$ cat src/hdl/pfc_pkg.sv
// shared types, codes and register indexes of the pixel format converter
`timescale 1ns / 1ps
`default_nettype none

package pfc_pkg;

   localparam int CSR_INDEX_W = 2;
   localparam int CSR_DATA_W  = 3;

   localparam logic [CSR_INDEX_W-1:0] CSR_SRC_LAYOUT = 2'd0;
   localparam logic [CSR_INDEX_W-1:0] CSR_DST_LAYOUT = 2'd1;
   localparam logic [CSR_INDEX_W-1:0] CSR_SRC_PREMUL = 2'd2;
   localparam logic [CSR_INDEX_W-1:0] CSR_DST_PREMUL = 2'd3;

   localparam logic [2:0] LAYOUT_BGRA = 3'd0;
   localparam logic [2:0] LAYOUT_ARGB = 3'd1;
   localparam logic [2:0] LAYOUT_RGBA = 3'd2;
   localparam logic [2:0] LAYOUT_ABGR = 3'd3;
   localparam logic [2:0] LAYOUT_BGR  = 3'd4;
   localparam logic [2:0] LAYOUT_RGB  = 3'd5;

   localparam logic [1:0] DST_BGRA_LIKE = 2'd0;
   localparam logic [1:0] DST_RGBA_LIKE = 2'd1;

   localparam logic [7:0] ALPHA_OPAQUE = 8'hFF;
   localparam logic [7:0] ALPHA_CLEAR  = 8'h00;
   localparam logic [15:0] ROUND_HALF  = 16'h0080;

   // number of divider stages, two quotient bits each
   localparam int DIV_STAGES = 4;

   typedef enum logic [1:0] {
      MODE_COPY,
      MODE_PREMUL,
      MODE_UNPREMUL
   } pfc_mode_type;

   typedef struct packed {
      logic [7:0] in_byte0;
      logic [7:0] in_byte1;
      logic [7:0] in_byte2;
      logic [7:0] in_byte3;
      logic       last_pixel;
   } pfc_req_type;

   typedef struct packed {
      logic [7:0] out_byte0;
      logic [7:0] out_byte1;
      logic [7:0] out_byte2;
      logic [7:0] out_byte3;
      logic       out_last;
   } pfc_rsp_type;

   typedef struct packed {
      logic [2:0] src_layout;
      logic [1:0] dst_layout;
      logic       src_premultiplied;
      logic       dst_premultiplied;
   } pfc_cfg_type;

   // reordered pixel, byte 3 is alpha
   typedef struct packed {
      logic            valid;
      logic            last;
      pfc_mode_type    mode;
      logic [3:0][7:0] pix;
   } pfc_sw_type;

endpackage

`default_nettype wire

$ cat src/hdl/pfc_swizzle.sv
// byte reordering stage: picks the permutation and the alpha operation
`timescale 1ns / 1ps
`default_nettype none

module pfc_swizzle (
   input  wire logic                clock,
   input  wire logic                reset,
   input  wire logic                accept,
   input  wire pfc_pkg::pfc_req_type req,
   input  wire pfc_pkg::pfc_cfg_type cfg,
   output pfc_pkg::pfc_sw_type       sw
);
   import pfc_pkg::*;

   typedef enum logic [1:0] {
      PERM_IDENT,
      PERM_REVERSE,
      PERM_SWAP,
      PERM_ROTATE
   } pfc_perm_type;

   pfc_perm_type    perm;
   logic            flip;
   logic            packed_src;
   logic [3:0][7:0] s;
   logic [3:0][7:0] d;
   pfc_sw_type      sw_ff;
   pfc_sw_type      sw_in;

   assign s[0] = req.in_byte0;
   assign s[1] = req.in_byte1;
   assign s[2] = req.in_byte2;
   assign s[3] = req.in_byte3;
   assign packed_src = (cfg.src_layout == LAYOUT_BGR) || (cfg.src_layout == LAYOUT_RGB);

   always_comb begin
      perm = PERM_IDENT;
      flip = 1'b0;
      unique case (cfg.dst_layout)
         DST_BGRA_LIKE: begin
            unique case (cfg.src_layout)
               LAYOUT_ARGB: perm = PERM_REVERSE;
               LAYOUT_RGBA: perm = PERM_SWAP;
               LAYOUT_ABGR: perm = PERM_ROTATE;
               LAYOUT_RGB:  flip = 1'b1;
               default:     perm = PERM_IDENT;
            endcase
         end
         DST_RGBA_LIKE: begin
            unique case (cfg.src_layout)
               LAYOUT_ABGR: perm = PERM_REVERSE;
               LAYOUT_BGRA: perm = PERM_SWAP;
               LAYOUT_ARGB: perm = PERM_ROTATE;
               LAYOUT_BGR:  flip = 1'b1;
               default:     perm = PERM_IDENT;
            endcase
         end
         default: begin
            perm = PERM_IDENT;
         end
      endcase
   end

   always_comb begin
      if (packed_src) begin
         d[0] = flip ? s[2] : s[0];
         d[1] = s[1];
         d[2] = flip ? s[0] : s[2];
         d[3] = ALPHA_OPAQUE;
      end else begin
         unique case (perm)
            PERM_REVERSE: d = {s[0], s[1], s[2], s[3]};
            PERM_SWAP:    d = {s[3], s[0], s[1], s[2]};
            PERM_ROTATE:  d = {s[0], s[3], s[2], s[1]};
            default:      d = s;
         endcase
      end
   end

   always_comb begin
      sw_in.valid = accept;
      sw_in.last  = req.last_pixel;
      sw_in.pix   = d;
      sw_in.mode  = MODE_COPY;
      if (!packed_src && (cfg.src_premultiplied != cfg.dst_premultiplied)) begin
         priority if (d[3] == ALPHA_CLEAR) begin
            sw_in.pix = '0;
         end else if (d[3] != ALPHA_OPAQUE) begin
            sw_in.mode = cfg.src_premultiplied ? MODE_UNPREMUL : MODE_PREMUL;
         end
      end
   end

   always_ff @(posedge clock) begin
      if (reset) begin
         sw_ff.valid <= 1'b0;
      end else begin
         sw_ff.valid <= sw_in.valid;
      end
      sw_ff.last <= sw_in.last;
      sw_ff.mode <= sw_in.mode;
      sw_ff.pix  <= sw_in.pix;
   end

   assign sw = sw_ff;

   pfc_packed_opaque_a: assert property (@(posedge clock) disable iff (reset)
      (accept && packed_src) |=> (sw_ff.pix[3] == ALPHA_OPAQUE && sw_ff.mode == MODE_COPY))
      else $error("packed source lost its opaque alpha");

endmodule

`default_nettype wire

$ cat src/hdl/pfc_alpha.sv
// alpha stages: premultiply multiplier and pipelined restoring divider for unpremultiply
`timescale 1ns / 1ps
`default_nettype none

module pfc_alpha (
   input  wire logic               clock,
   input  wire logic               reset,
   input  wire pfc_pkg::pfc_sw_type sw,
   output logic                     out_valid,
   output pfc_pkg::pfc_rsp_type     out_data
);
   import pfc_pkg::*;

   typedef struct packed {
      logic             valid;
      logic             last;
      pfc_mode_type     mode;
      logic [7:0]       alpha;
      logic [2:0][7:0]  chan;
      logic [2:0][15:0] prod;
      logic [2:0][7:0]  prem;
      logic [2:0]       sat;
      logic [2:0][15:0] num;
      logic [2:0][7:0]  rem;
      logic [2:0][7:0]  quo;
   } pfc_stage_type;

   pfc_stage_type stg_ff [DIV_STAGES+1];
   pfc_stage_type stg_in [DIV_STAGES+1];

   function automatic logic [8:0] div_step(input logic [7:0] rem, input logic nbit,
                                           input logic [7:0] den);
      logic [8:0] trial;
      logic [8:0] diff;
      trial = {rem, nbit};
      diff  = trial - {1'b0, den};
      if (trial >= {1'b0, den}) begin
         return {1'b1, diff[7:0]};
      end
      return {1'b0, trial[7:0]};
   endfunction

   // first stage: products and dividend setup
   always_comb begin
      stg_in[0]       = '0;
      stg_in[0].valid = sw.valid;
      stg_in[0].last  = sw.last;
      stg_in[0].mode  = sw.mode;
      stg_in[0].alpha = sw.pix[3];
      for (int i = 0; i < 3; i++) begin
         stg_in[0].chan[i] = sw.pix[i];
         stg_in[0].prod[i] = {8'h00, sw.pix[i]} * {8'h00, sw.pix[3]};
         stg_in[0].num[i]  = {sw.pix[i], 8'h00} - {8'h00, sw.pix[i]};
         stg_in[0].rem[i]  = stg_in[0].num[i][15:8];
         stg_in[0].sat[i]  = sw.pix[i] >= sw.pix[3];
      end
   end

   for (genvar k = 1; k <= DIV_STAGES; k++) begin : g_div
      always_comb begin
         logic [8:0] hi;
         logic [8:0] lo;
         logic [15:0] rnd;
         stg_in[k] = stg_ff[k-1];
         for (int i = 0; i < 3; i++) begin
            hi = div_step(stg_ff[k-1].rem[i], stg_ff[k-1].num[i][9-2*k], stg_ff[k-1].alpha);
            lo = div_step(hi[7:0], stg_ff[k-1].num[i][8-2*k], stg_ff[k-1].alpha);
            stg_in[k].quo[i] = {stg_ff[k-1].quo[i][5:0], hi[8], lo[8]};
            stg_in[k].rem[i] = lo[7:0];
            rnd = stg_ff[k-1].prod[i] + {8'h00, stg_ff[k-1].prod[i][15:8]} + ROUND_HALF;
            if (k == 1) begin
               stg_in[k].prem[i] = rnd[15:8];
            end
         end
      end
   end

   for (genvar k = 0; k <= DIV_STAGES; k++) begin : g_reg
      always_ff @(posedge clock) begin
         if (reset) begin
            stg_ff[k].valid <= 1'b0;
         end else begin
            stg_ff[k].valid <= stg_in[k].valid;
         end
         stg_ff[k].last  <= stg_in[k].last;
         stg_ff[k].mode  <= stg_in[k].mode;
         stg_ff[k].alpha <= stg_in[k].alpha;
         stg_ff[k].chan  <= stg_in[k].chan;
         stg_ff[k].prod  <= stg_in[k].prod;
         stg_ff[k].prem  <= stg_in[k].prem;
         stg_ff[k].sat   <= stg_in[k].sat;
         stg_ff[k].num   <= stg_in[k].num;
         stg_ff[k].rem   <= stg_in[k].rem;
         stg_ff[k].quo   <= stg_in[k].quo;
      end
   end

   logic [2:0][7:0] res;

   always_comb begin
      for (int i = 0; i < 3; i++) begin
         unique case (stg_ff[DIV_STAGES].mode)
            MODE_PREMUL:   res[i] = stg_ff[DIV_STAGES].prem[i];
            MODE_UNPREMUL: res[i] = stg_ff[DIV_STAGES].sat[i] ? 8'hFF
                                                              : stg_ff[DIV_STAGES].quo[i];
            default:       res[i] = stg_ff[DIV_STAGES].chan[i];
         endcase
      end
   end

   assign out_valid          = stg_ff[DIV_STAGES].valid;
   assign out_data.out_byte0 = res[0];
   assign out_data.out_byte1 = res[1];
   assign out_data.out_byte2 = res[2];
   assign out_data.out_byte3 = stg_ff[DIV_STAGES].alpha;
   assign out_data.out_last  = stg_ff[DIV_STAGES].last;

   pfc_div_rem_a: assert property (@(posedge clock) disable iff (reset)
      (stg_ff[DIV_STAGES].valid && stg_ff[DIV_STAGES].mode == MODE_UNPREMUL
       && !stg_ff[DIV_STAGES].sat[0])
      |-> (stg_ff[DIV_STAGES].rem[0] < stg_ff[DIV_STAGES].alpha))
      else $error("divider remainder not below alpha");

   pfc_premul_bound_a: assert property (@(posedge clock) disable iff (reset)
      (stg_ff[DIV_STAGES].valid && stg_ff[DIV_STAGES].mode == MODE_PREMUL)
      |-> (stg_ff[DIV_STAGES].prem[1] <= stg_ff[DIV_STAGES].chan[1]))
      else $error("premultiplied channel grew");

endmodule

`default_nettype wire

$ cat src/hdl/pixel_format_converter.sv
// pixel format converter top level: config registers, pipeline and output register
//
// one pixel per request on req_data, taken at a clock edge where start is high
// and busy is low; busy is high only during and just after reset, so a new
// request can be taken every clock
// csr_we/csr_index/csr_wdata write the layout and premultiply registers;
// write them only while no request is in flight
// results come out on rsp_data with the rsp_valid strobe for exactly one
// cycle, in request order; from the accepting edge on, the strobe passes the
// swizzle stage, product stage, four divider stages of two quotient bits each
// and the output register
// throughput is one pixel per clock, set by the fully pipelined divider
// reset clears all valid bits, sets busy and zeroes the config registers (BGRA
// source, BGRA-like destination, no premultiply); requests in flight are dropped
// the receiver cannot stall, so every result must be taken when strobed
`timescale 1ns / 1ps
`default_nettype none

module pixel_format_converter (
   input  wire logic                                 clock,
   input  wire logic                                 reset,
   input  wire logic                                 start,
   output logic                                      busy,
   input  wire pfc_pkg::pfc_req_type                 req_data,
   output logic                                      rsp_valid,
   output pfc_pkg::pfc_rsp_type                      rsp_data,
   input  wire logic                                 csr_we,
   input  wire logic [pfc_pkg::CSR_INDEX_W-1:0]      csr_index,
   input  wire logic [pfc_pkg::CSR_DATA_W-1:0]       csr_wdata
);
   import pfc_pkg::*;

   pfc_cfg_type cfg_ff;
   pfc_cfg_type cfg_in;
   logic        busy_ff;
   logic        accept;
   pfc_sw_type  sw;
   logic        alpha_valid;
   pfc_rsp_type alpha_data;
   logic        rsp_valid_ff;
   pfc_rsp_type rsp_data_ff;

   always_comb begin
      cfg_in = cfg_ff;
      if (csr_we) begin
         unique case (csr_index)
            CSR_SRC_LAYOUT: cfg_in.src_layout        = csr_wdata;
            CSR_DST_LAYOUT: cfg_in.dst_layout        = csr_wdata[1:0];
            CSR_SRC_PREMUL: cfg_in.src_premultiplied = csr_wdata[0];
            CSR_DST_PREMUL: cfg_in.dst_premultiplied = csr_wdata[0];
            default:        cfg_in = cfg_ff;
         endcase
      end
   end

   always_ff @(posedge clock) begin
      if (reset) begin
         cfg_ff       <= '0;
         busy_ff      <= 1'b1;
         rsp_valid_ff <= 1'b0;
      end else begin
         cfg_ff       <= cfg_in;
         busy_ff      <= 1'b0;
         rsp_valid_ff <= alpha_valid;
      end
      rsp_data_ff <= alpha_data;
   end

   assign busy   = busy_ff;
   assign accept = start && !busy_ff;

   pfc_swizzle u_swizzle (
      .clock  (clock),
      .reset  (reset),
      .accept (accept),
      .req    (req_data),
      .cfg    (cfg_ff),
      .sw     (sw)
   );

   pfc_alpha u_alpha (
      .clock     (clock),
      .reset     (reset),
      .sw        (sw),
      .out_valid (alpha_valid),
      .out_data  (alpha_data)
   );

   assign rsp_valid = rsp_valid_ff;
   assign rsp_data  = rsp_data_ff;

   pfc_latency_a: assert property (@(posedge clock) disable iff (reset)
      (start && !busy) |-> ##7 rsp_valid)
      else $error("request produced no result");

   pfc_last_a: assert property (@(posedge clock) disable iff (reset)
      (start && !busy) |-> ##7 (rsp_data.out_last == $past(req_data.last_pixel, 7)))
      else $error("last marker out of order");

endmodule

`default_nettype wire

$ cat config.mk
export PLATFORM = sky130hd
export DESIGN_NAME = pixel_format_converter
export DESIGN_NICKNAME = d
export VERILOG_FILES = /design/src/hdl/pfc_pkg.sv /design/src/hdl/pfc_swizzle.sv /design/src/hdl/pfc_alpha.sv /design/src/hdl/pixel_format_converter.sv
export SDC_FILE = /design/constraint.sdc
export NUM_CORES = 1
export LEC_CHECK = 0
export ABC_AREA = 1
export BUFFER_PORTS_ARGS = -buffer_cell sky130_fd_sc_hd__buf_2
export CAP_MARGIN = 20
export CORE_MARGIN = 8
export CORE_UTILIZATION = 55
export CTS_CLUSTER_SIZE = 20
export DETAILED_ROUTE_END_ITERATION = 7
export PLACE_DENSITY = 0.84
export SETUP_SLACK_MARGIN = 0.02
export SLEW_MARGIN = 20
export SYNTH_ARGS = -nofsm -noshare
export SYNTH_HDL_FRONTEND = slang
export SYNTH_SLANG_ARGS = --single-unit
$ cat constraint.sdc
create_clock -name clock -period 3.98 [get_ports clock]
set_input_delay 0.995 -clock clock [delete_from_list [all_inputs] [get_ports clock]]
set_output_delay 0.995 -clock clock [all_outputs]
set_load 0.01 [all_outputs]
==> reports/results.ini <==
[status]
outcome=complete, but fails checks
violations=setup timing

[job]
cap_violations=0

[timing]
report.final.slew_viol_count=0
hold_viol=0
rsz0062_at_grt=true
hold_ws_ps=265
post-route-min-period_ps=4080
fin_skew_ps=87.1
timing.slew.headroom=0.299
fmax_ghz=0.245
timing.setup.tns_ps=-219
post-route-period-util=1.02
fin_ws_ps=-95.0
worstMarginPinSlew_ps=1050
finalSetupViolCount=5

[setup_path]
crit_path_end_kind=flip-flop
worst-path-buf-inv=5
worstPathRequired_ps=4560
cp_top_family=adder cells
cp_slowest_cell=fa_1
cp_slowest_stage_delay_ps=540
worstSetupPathType=reg -> reg
worstPathArrival_ps=4660
crit_chain=buf_6 -> nand2_2 -> fa_1 -> fa_1 -> inv_1 -> fa_1 -> inv_2 -> fa_1 -> inv_2 -> ha_4 -> buf_6 -> nand2_4 -> nor2_4 -> nand3_1 -> nand4_1 -> xor2_1
crit_path_start_kind=flip-flop
path_common_cell=fa_1
path_max_fanout=6

[detailed_routing]
vias=28400
ant_nets=0
wl_um=88400
avgViaCountPerCell=5.34
wire_per_inst_um=16.6
initialDrtViolationCount=2530
drc=0
firstDrtPassIters=8

[floorplanning]
core_um2=61500
io_pins=77
dieArea_um2=70200
die_w_um=265
rows=91
initial_core_util=0.554
die_h_um=265

[cells_and_area]
design_area_um2=39300
layout_commonest_cell=nand2_1
final_nets=5049
insertedDiodeCount=0
multi_input_area_um2=19300
synthToLayoutAreaGrowth_pct=15.2
n_fill_cell=4776
layout-drive-gt1-share=0.120
layout_common_cells=nand2_1 (1098), inv_1 (668), dfxtp_1 (601)
fin_util=0.639
regArea_um2=12500

[synth]
yosys-top-cells-area=dfxtp_1 (36%), ha_1 (14%), nand2_1 (12%)
ys_seq_area_frac=0.365
synth_edf_count=0
yosys.area.top_type=dfxtp_1
syn_inst=4268
async_reset_ff_frac=0
post-synth-top-area-fraction=0.365
ys_types=52
avgSynthCellArea_um2=7.99
synthFlopType=dfxtp_1
synth-warning-count=0
synth_nets=4834
synth-seq-cells=621
syn_area_um2=34100

[placed_design]
dpl_cell_area_um2=36200
io_buffers=76
place_congestion=0.962
hpwl_um=63400

[grt]
grt_start_max_net_pins=34
grt-ovfl-total=0
grt_pass1_wl_um=138000
antenna_found_initial=0
grt_usage=0.239
grt_pass1_vias=28100

[clock_tree]
cts_sinks=621
cts.clk_slew.worst_paths_ps=70
cts_max_level=2
cts_tree=yes
cts_root_buf=clkbuf_16
insertion_delay_ps=700
cts_buffers=61
cts_buffer_depth=3

[worst_hold_path]
min_path_type=reg -> reg

## layer usage
metal	global-route usage	routed length (um)	up-vias	share of wire
li1	-	-	13900	-
met1	0.294	36300	13000	0.41
met2	0.404	41300	1207	0.47
met3	0.0391	6030	321	0.068
met4	0.121	4830	0	0.055
met5	0	0	-	0
## synthesized netlist by cell type (all sizes together) (33+ instances only)
library cell	instances
nand3	224
nor2	281
inv	700
clkbuf	49
dfxtp	621
nand2	1142
ha	395
o21ai	121
nor3	33
a21oi	196
fa	129
nand4	62
xor2	112
xnor2	44
## path summary, 6_finish.rpt
kind / from / end / slack [ps] / cells after the start
min reg2reg: u_alpha.stg_ff[2][112] / u_alpha.stg_ff[3][112] / 270 / 0
max: u_swizzle.sw[28] / u_alpha.stg_ff[0][137] / -100 / 16
max reg2reg: u_swizzle.sw[28] / u_alpha.stg_ff[0][137] / -100 / 16
min: u_alpha.stg_ff[2][112] / u_alpha.stg_ff[3][112] / 270 / 0
## sequential cells by signal, summed over array words and instances, names as in the netlist
signal          count
rsp_data           33
u_alpha.stg_ff    543
busy                1
u_swizzle.sw       36
rsp_valid           1
cfg_ff              7
## area by class of cell
class,count,area share
clock buffer,71,0.0416
clock inverter,45,0.0156
inverter,702,0.0673
multi-input combinational,2871,0.491
sequential,621,0.318
tap,790,0.0252
timing repair buffer,226,0.0412
## through the flow
step	worst slack, ps	std cells
after floorplan	20.6	4268
after global placement	-182	5190
after detailed placement	-361	5190
after CTS	11.2	5312
after global routing	-157	5326
final	-95.0	5326
## worst register-to-register path: cells and delay by family (launching register included)
kind | cells | cell delay [ps]
buffers and inverters | 5 | 450
XOR/XNOR | 1 | 300
AND/OR/NAND/NOR | 5 | 490
adder cells (fa/ha/maj) | 5 | 2320
flip-flops | 1 | 420
## cells by family (layout without fill, tap and decap cells)
kind of cell,after synthesis,after routing,synth area share
flip-flops,621,621,0.365
AO/OA/AOI/OAI,403,403,0.0662
adder cells (fa/ha/maj),524,524,0.221
AND/OR/NAND/NOR,1788,1788,0.221
buffers and inverters,776,1044,0.0875
XOR/XNOR,156,156,0.0401
## what timing repair did
item | CTS | global route
hold buffers | 0 | 0
gates resized for setup | 52 | 140
hold endpoints to repair | 0 | 0
setup buffers | 6 | 14
setup endpoints to repair | 26 | 61
pin swaps | 17 | 92
Power is left out: the tool's default activity adds up to more than one toggle a clock period on the data nets, which glitch-free logic cannot reach.
